--- src/sv/chm_pkg.sv ---
// Shared constants, codes and sequencer states for the chained hash map engine.
package chm_pkg;

  localparam int ENTRIES     = 32;
  localparam int BUCKETS     = 64;
  localparam int KEY_WIDTH   = 32;
  localparam int VALUE_WIDTH = 32;

  localparam int IDX_W = $clog2(ENTRIES);
  localparam int CNT_W = $clog2(ENTRIES + 1);
  localparam int BKT_W = $clog2(BUCKETS);
  localparam int ACT_W = 2;
  localparam int OUT_VW = 32;

  localparam int IN_DATA_W  = ((KEY_WIDTH + VALUE_WIDTH + 7) / 8) * 8;
  localparam int OUT_RAW_W  = 1 + OUT_VW + 1 + CNT_W;
  localparam int OUT_DATA_W = ((OUT_RAW_W + 7) / 8) * 8;

  localparam logic [ACT_W-1:0] ACT_LOOKUP = 2'd0;
  localparam logic [ACT_W-1:0] ACT_INSERT = 2'd1;
  localparam logic [ACT_W-1:0] ACT_ERASE  = 2'd2;

  typedef enum logic [3:0] {
    S_IDLE,
    S_HEAD,
    S_WALK,
    S_ACT,
    S_UNLINK,
    S_LREAD,
    S_MOVE,
    S_PUSH,
    S_OUT
  } state_t;

endpackage

--- src/sv/chained_hash_map_engine.sv ---
// Top level of the chained hash map engine: sequencer, entry stores and bucket heads.
//
// The engine keeps up to ENTRIES key/value pairs in densely packed entry stores, chained
// per bucket (bucket = low bits of the key). Each request is a lookup, insert or erase
// and yields exactly one result carrying found, the looked-up value, a store-full flag
// and the entry count after the request. A single sequencer walks the chains one entry
// per cycle through one shared key comparator, and the engine takes no new request until
// the current one is finished. Each map action walks one chain; an erase that moves the last
// entry into the hole then walks a second chain, that of the moved key. The bucket-head
// memory has a registered read port, so each chain walk starts with a head-read state.
// A finished result waits in an output register; the next request is taken while it
// waits, but it cannot finish until the previous result has been taken. After reset all
// buckets are empty at once.
module chained_hash_map_engine (
  input  logic                               clk,
  input  logic                               rst_n,
  input  logic                               in_tvalid,
  output logic                               in_tready,
  // in_tdata: key [31:0], value [63:32]
  input  logic [chm_pkg::IN_DATA_W-1:0]      in_tdata,
  // in_tuser: action [1:0]
  input  logic [chm_pkg::ACT_W-1:0]          in_tuser,
  output logic                               out_tvalid,
  input  logic                               out_tready,
  // out_tdata: found [0], value_out [32:1], full_res [33], count [39:34]
  output logic [chm_pkg::OUT_DATA_W-1:0]     out_tdata
);
  import chm_pkg::*;

  // Bucket heads live in a memory; their valid bits are flip-flops cleared by reset.
  logic [IDX_W-1:0]       head_mem [BUCKETS];
  logic [BUCKETS-1:0]     head_v_r;
  logic [IDX_W-1:0]       hd_q_r;
  logic [BKT_W-1:0]       hd_raddr;

  // Entry stores, each read at a single address per cycle.
  logic [KEY_WIDTH-1:0]   key_mem  [ENTRIES];
  logic [VALUE_WIDTH-1:0] val_mem  [ENTRIES];
  logic [IDX_W-1:0]       next_mem [ENTRIES];
  logic [ENTRIES-1:0]     next_v_r;

  state_t state_r, state_nxt;

  logic [ACT_W-1:0]       act_r;
  logic [KEY_WIDTH-1:0]   key_r, lkey_r;
  logic [VALUE_WIDTH-1:0] val_r, lval_r;
  logic [BKT_W-1:0]       bkt_r;
  logic                   pass_r;      // 0: search for the request key, 1: for the moved key
  logic [IDX_W-1:0]       cur_r, prev_r, slot_r, hole_r;
  logic                   cur_v_r, has_prev_r, hit_r;
  logic [CNT_W-1:0]       steps_r, count_r;

  logic                   res_found_r, res_full_r;
  logic [OUT_VW-1:0]      res_val_r;
  logic                   out_v_r;
  logic                   o_found_r, o_full_r;
  logic [OUT_VW-1:0]      o_val_r;
  logic [CNT_W-1:0]       o_cnt_r;

  logic [IDX_W-1:0]       rd_addr;
  logic [KEY_WIDTH-1:0]   rd_key, walk_key;
  logic [VALUE_WIDTH-1:0] rd_val;
  logic [IDX_W-1:0]       rd_next;
  logic                   rd_next_v;
  logic [IDX_W-1:0]       last_idx;
  logic                   in_acc, walk_end, walk_hit, out_load;

  assign in_acc   = in_tvalid && in_tready;
  assign walk_key = pass_r ? lkey_r : key_r;
  assign last_idx = IDX_W'(count_r - CNT_W'(1));
  assign walk_end = !cur_v_r || (steps_r == CNT_W'(ENTRIES));

  // One read address for all entry stores, chosen by the sequencer.
  always_comb begin
    case (state_r)
      S_WALK:   rd_addr = cur_r;
      S_LREAD:  rd_addr = last_idx;
      default:  rd_addr = slot_r;
    endcase
  end

  assign rd_key    = key_mem[rd_addr];
  assign rd_val    = val_mem[rd_addr];
  assign rd_next   = next_mem[rd_addr];
  assign rd_next_v = next_v_r[rd_addr];
  assign walk_hit  = !walk_end && (rd_key == walk_key);

  // Head read address: the request bucket on accept, the moved key's bucket when
  // the second search starts, otherwise the bucket being worked on.
  always_comb begin
    if (state_r == S_IDLE) begin
      hd_raddr = in_tdata[BKT_W-1:0];
    end else if (state_r == S_LREAD) begin
      hd_raddr = rd_key[BKT_W-1:0];
    end else begin
      hd_raddr = bkt_r;
    end
  end

  always_ff @(posedge clk) begin
    hd_q_r <= head_mem[hd_raddr];
  end

  // Next state.
  always_comb begin
    state_nxt = state_r;
    case (state_r)
      S_IDLE:   if (in_acc) state_nxt = (in_tuser == ACT_LOOKUP || in_tuser == ACT_INSERT ||
                                         in_tuser == ACT_ERASE) ? S_HEAD : S_OUT;
      S_HEAD:   state_nxt = S_WALK;
      S_WALK:   if (walk_end || walk_hit) state_nxt = S_ACT;
      S_ACT: begin
        if (pass_r) begin
          state_nxt = hit_r ? S_UNLINK : S_MOVE;
        end else if (act_r == ACT_ERASE && hit_r) begin
          state_nxt = S_UNLINK;
        end else begin
          state_nxt = S_OUT;
        end
      end
      S_UNLINK: begin
        if (pass_r) begin
          state_nxt = S_MOVE;
        end else begin
          state_nxt = (slot_r != last_idx) ? S_LREAD : S_OUT;
        end
      end
      S_LREAD:  state_nxt = S_HEAD;
      S_MOVE:   state_nxt = S_PUSH;
      S_PUSH:   state_nxt = S_OUT;
      S_OUT:    if (!out_v_r || out_tready) state_nxt = S_IDLE;
      default:  state_nxt = S_IDLE;
    endcase
  end

  // Outputs of the sequencer.
  assign in_tready = (state_r == S_IDLE);
  assign out_load  = (state_r == S_OUT) && (!out_v_r || out_tready);

  always_ff @(posedge clk) begin
    if (!rst_n) begin
      state_r  <= S_IDLE;
      count_r  <= '0;
      head_v_r <= '0;
      out_v_r  <= 1'b0;
    end else begin
      state_r <= state_nxt;
      if (out_load) begin
        out_v_r <= 1'b1;
      end else if (out_tready) begin
        out_v_r <= 1'b0;
      end
      case (state_r)
        S_ACT: begin
          if (!pass_r && act_r == ACT_INSERT && !hit_r && count_r != CNT_W'(ENTRIES)) begin
            head_v_r[bkt_r] <= 1'b1;
            count_r         <= count_r + CNT_W'(1);
          end
        end
        S_UNLINK: begin
          if (!has_prev_r) head_v_r[bkt_r] <= rd_next_v;
          if (!pass_r && slot_r == last_idx) count_r <= CNT_W'(last_idx);
        end
        S_PUSH: begin
          head_v_r[bkt_r] <= 1'b1;
          count_r         <= CNT_W'(last_idx);
        end
        default: ;
      endcase
    end
  end

  // Memory writes and datapath registers.
  always_ff @(posedge clk) begin
    case (state_r)
      S_IDLE: begin
        if (in_acc) begin
          act_r       <= in_tuser;
          key_r       <= in_tdata[KEY_WIDTH-1:0];
          val_r       <= in_tdata[KEY_WIDTH+VALUE_WIDTH-1:KEY_WIDTH];
          bkt_r       <= in_tdata[BKT_W-1:0];
          pass_r      <= 1'b0;
          res_found_r <= 1'b0;
          res_full_r  <= 1'b0;
          res_val_r   <= '0;
        end
      end
      S_HEAD: begin
        cur_r      <= hd_q_r;
        cur_v_r    <= head_v_r[bkt_r];
        has_prev_r <= 1'b0;
        steps_r    <= '0;
        hit_r      <= 1'b0;
      end
      S_WALK: begin
        if (walk_hit) begin
          hit_r  <= 1'b1;
          slot_r <= cur_r;
        end else if (!walk_end) begin
          prev_r     <= cur_r;
          has_prev_r <= 1'b1;
          cur_r      <= rd_next;
          cur_v_r    <= rd_next_v;
          steps_r    <= steps_r + CNT_W'(1);
        end
      end
      S_ACT: begin
        if (!pass_r) begin
          res_found_r <= hit_r;
          hole_r      <= slot_r;
          if (act_r == ACT_LOOKUP && hit_r) begin
            res_val_r <= OUT_VW'(rd_val);
          end
          if (act_r == ACT_INSERT) begin
            if (hit_r) begin
              val_mem[slot_r] <= val_r;
            end else if (count_r == CNT_W'(ENTRIES)) begin
              res_full_r <= 1'b1;
            end else begin
              next_mem[IDX_W'(count_r)] <= hd_q_r;
              next_v_r[IDX_W'(count_r)] <= head_v_r[bkt_r];
              head_mem[bkt_r]           <= IDX_W'(count_r);
              key_mem[IDX_W'(count_r)]  <= key_r;
              val_mem[IDX_W'(count_r)]  <= val_r;
            end
          end
        end
      end
      S_UNLINK: begin
        if (has_prev_r) begin
          next_mem[prev_r] <= rd_next;
          next_v_r[prev_r] <= rd_next_v;
        end else begin
          head_mem[bkt_r] <= rd_next;
        end
      end
      S_LREAD: begin
        lkey_r <= rd_key;
        lval_r <= rd_val;
        bkt_r  <= rd_key[BKT_W-1:0];
        pass_r <= 1'b1;
      end
      S_MOVE: begin
        key_mem[hole_r] <= lkey_r;
        val_mem[hole_r] <= lval_r;
      end
      S_PUSH: begin
        next_mem[hole_r] <= hd_q_r;
        next_v_r[hole_r] <= head_v_r[bkt_r];
        head_mem[bkt_r]  <= hole_r;
      end
      default: ;
    endcase
    if (out_load) begin
      o_found_r <= res_found_r;
      o_val_r   <= res_val_r;
      o_full_r  <= res_full_r;
      o_cnt_r   <= count_r;
    end
  end

  assign out_tvalid = out_v_r;
  assign out_tdata  = OUT_DATA_W'({o_cnt_r, o_full_r, o_val_r, o_found_r});

  // The entry count never exceeds the capacity.
  a_count_range: assert property (@(posedge clk) disable iff (!rst_n)
    count_r <= CNT_W'(ENTRIES))
    else $error("entry count above capacity");

  // A rejected insert only happens with a full store.
  a_full_count: assert property (@(posedge clk) disable iff (!rst_n)
    out_load && res_full_r |-> count_r == CNT_W'(ENTRIES))
    else $error("full flag without a full store");

  // Found and full are never reported together.
  a_found_full: assert property (@(posedge clk) disable iff (!rst_n)
    out_load |-> !(res_found_r && res_full_r))
    else $error("found and full both set");

  // A chain walk never runs past the capacity.
  a_walk_bound: assert property (@(posedge clk) disable iff (!rst_n)
    state_r == S_WALK |-> steps_r <= CNT_W'(ENTRIES))
    else $error("chain walk overran");

endmodule

--- config.mk ---
export PLATFORM = sky130hd
export DESIGN_NAME = chained_hash_map_engine
export DESIGN_NICKNAME = d
export VERILOG_FILES = /design/src/sv/chm_pkg.sv /design/src/sv/chained_hash_map_engine.sv
export SDC_FILE = /design/constraint.sdc
export NUM_CORES = 2
export LEC_CHECK = 0
export ABC_AREA = 1
export BUFFER_PORTS_ARGS = -buffer_cell sky130_fd_sc_hd__buf_2
export CAP_MARGIN = 20
export CORE_ASPECT_RATIO = 0.5
export CORE_MARGIN = 4
export CORE_UTILIZATION = 50
export CTS_CLUSTER_SIZE = 28
export DETAILED_ROUTE_END_ITERATION = 16
export PLACE_DENSITY = 0.66
export SLEW_MARGIN = 30
export SYNTH_ARGS = -nofsm -noshare
export SYNTH_HDL_FRONTEND = slang
export SYNTH_SLANG_ARGS = --single-unit
--- constraint.sdc ---
create_clock -name clk -period 6.99 [get_ports clk]
set_clock_uncertainty 0.05 [all_clocks]
set_input_delay 1.398 -clock clk [delete_from_list [all_inputs] [get_ports clk]]
set_output_delay 1.398 -clock clk [all_outputs]
set_load 0.01 [all_outputs]
==> results.txt <==
status = finished clean
power per cell area = 321 nW/um^2
Final Hold Fails = 0
register-to-register setup slack = 1340 ps
share of layout cells above drive strength 1 = 0.0838
Worst-Margin Slew = 1050 ps
top post-synthesis cells by count = 2,800 x edfxtp_1, 2,166 x nand2_1, 1,310 x nor2_1, 1,268 x nand3_1, 810 x inv_1
Switch Pwr = 13,200 uW
family with the most delay on the worst path = simple AND/OR/NAND/NOR gates
Top FF cell, synth = edfxtp_1
Die ar. = 251,000 sq um
Static Leak = 0.0484 uW
Worst setup endpoint = cur_v_r
grt ovf = 0
postcts setup bufs = 0
# IOs = 112
clk sink count = 2,880
slowest stage delay, CP = 510 ps
sw frac = 0.306
CTS buffer count = 248
Setup Viol. Count Final = 0
Clk pwr share = 0.323
Post-Syn Instances = 10.6k
Vias/cell = 5.94
row cnt = 127
YS warnings = 0
GR Util All Layers = 0.266
top-count cell post-synth = edfxtp_1
HP Start = res_val_r[0]
worst endpoint data arrival time = 6090 ps
Util after Layout = 0.557
reg2reg end = cur_v_r
Routed WL per cell = 24.4 microns
CTS H-Tree Depth = 4
max-cap violations = 0
Seq/Total Area, Yosys = 0.707
Via Count = 83.2k
share of the synthesized area in the top cell type = 0.694
CTS tree = built
CP required = 7430 ps
Pre-antenna DRT Iters = 7
RePlAce Congestion = 0.906
cell count along the critical path = 22
Worst Setup SP = state_r[1]
Fill cells = 19.8k
CTS Hold Bufs = 0
clk root buf = clkbuf_16
syn nets = 10.7k
non-filler cells in the finished layout = 14.0k
DP Cell Count = 13.5k
internal power = 29,800 uW
worst-path maximum fanout = 83
crit path kind = register to register
CP dominant cell by count = nand2_1
largest net degree at the start of global routing = 195
Flop pwr share = 0.470
Yosys cell types = 53
die height = 356 microns
Async S/R FF share, synth = 0
initial drt markers = 11.4k
slowest CP cell = nor2_4
FF+latch area = 85,700 sq um
Final #Nets = 10.7k
clock latency on the worst-skew pair = 920 ps
initial antenna violation count = 5
Buffers on Ports = 111
crit start category = register
fmax = 0.177 GHz
Critical R2R Launch = state_r[1]
crit path cell chain = inv_2 -> nor2_2 -> nand2_1 -> nand2_2 -> nor2_1 -> nor2_4 -> inv_8 -> buf_4 -> nand3_1 -> nand3_1 -> nand3_1 -> nand3_1 -> nand3b_1 -> nand2_1 -> inv_1 -> nand2_1 -> nor2_1 -> nand2_1 -> nor2_1 -> nand2_1 -> nand2_2 -> nand2_1
Cell Area, Synth = 121,000 sq um
EDFF count, synth = 2,800
post-detail-place hpwl = 187,000 microns
vias in the first global route = 77.7k
Reg2Reg Depth = 22
Buf/Inv on CP = 4
setup TNS = 0 ps
max_slew headroom = 0.299
Pins Over Slew Limit = 0
chip width = 704 microns
Clk pin slew, worst setup/hold paths = 70 ps
Bufs on Longest Clock Path = 4
fin crit share = 0.809
Initial Utilization = 0.504
first-pass GRT wire length = 504,000 microns
area of the multi-input gates = 30,300 sq um
post_cts resized = 0
Gate power share = 0.207
Synth area leaders = edfxtp_1 69%, nand2_1 6.7%, nand3_1 5.2%
min Tclk post-route = 5650 ps
post-route ant nets = 0
HP Class = register to register
floorplan core area = 240,000 sq um
crit end category = register
Peak VDD IR = 0.236 mV
Synth area leader = edfxtp_1
Yosys reg bits = 2,880
RSZ-0062 raised after global routing = false
Total Wirelength = 342,000 microns
Syn-to-layout area delta = 10.6%
DRC viols = 0
syn avg cell area = 11.4 sq um
## registers in the layout, indices dropped and copies added, names as in the netlist, 32 cells and up
| signal | flops |
|---|---|
| val_r | 32 |
| key_r | 32 |
| next_mem | 160 |
| val_mem | 1024 |
| lval_r | 32 |
| o_val_r | 32 |
| lkey_r | 32 |
| res_val_r | 32 |
| head_v_r | 64 |
| next_v_r | 32 |
| key_mem | 1024 |
| head_mem | 320 |
## layout by cell type, fill, tap and decap left out, types with 111 or more instances in the layout
cell,netlist,layout
o32ai_1,270,270
nor2_1,1310,1242
nand2_1,2166,2125
nand3_1,1268,1268
inv_1,810,803
buf_4,40,179
clkbuf_16,0,253
a21oi_1,118,118
buf_2,233,111
o211ai_1,160,160
edfxtp_1,2800,2800
o21ai_0,617,611
## how the worst min path moves through the flow
stage                        endpoint  cells after the start  slack (ps)
after floorplan             o_found_r                      0         350
after global placement    o_val_r[31]                      0         350
after detailed placement  o_val_r[14]                      0         360
after CTS                  o_val_r[0]                      0         370
after global routing         o_full_r                      0         390
final                      o_val_r[0]                      0         370
## area by class of cell
class                   count  share of cell area
diodes                      4           0.0000747
clock buffers             308              0.0489
clock inverters           143              0.0101
inverters                 825              0.0234
multi-input cells        6283               0.226
flip-flops and latches   2880               0.640
well taps                3225              0.0301
repair buffers            337              0.0218
## through the flow
stage | total power (uW) | worst slack, ps | hold WS, ps | instance area (sq um)
after global routing | 44700 | 980 | 386 | 134000
final | 43000 | 1340 | 372 | 134000
after global placement | 29200 | 1560 | 352 | 125000
after CTS | 42900 | 1430 | 372 | 134000
after detailed placement | 29300 | 1430 | 356 | 126000
after floorplan | 26400 | 1120 | 350 | 121000
## power groups by stage
| stage | Sequential, uW | Clock, uW | Combinational, uW |
|---|---|---|---|
| floorplan | 20400 | 0 | 5930 |
| global placement | 20600 | 0 | 8600 |
| detailed placement | 20600 | 0 | 8740 |
| CTS | 20200 | 14000 | 8770 |
| global route | 20200 | 14700 | 9730 |
| finish | 20200 | 13900 | 8890 |
## metal layers
layer  vias to the layer above  share of wire  GRT usage
li1                      37300              -          -
met1                     40900           0.41      0.380
met2                      4324           0.46      0.418
met3                       685           0.10     0.0441
met4                         0          0.034     0.0878
met5                         -              0          0
## kinds of logic (layout without fill, tap and decap cells)
kind of cell             after synthesis  count (layout)  share of synthesized area
adder cells (fa/ha/maj)                7               7                   0.000723
multiplexers                          35              35                    0.00301
flip-flops                          2880            2880                      0.707
buffers and inverters               1474            1613                     0.0502
AND/OR/NAND/NOR                     4900            4900                      0.168
AO/OA/AOI/OAI                       1330            1330                     0.0698
other                                  0               4                          0
XOR/XNOR                              11              11                   0.000795
(Power assumes the default switching activity.)
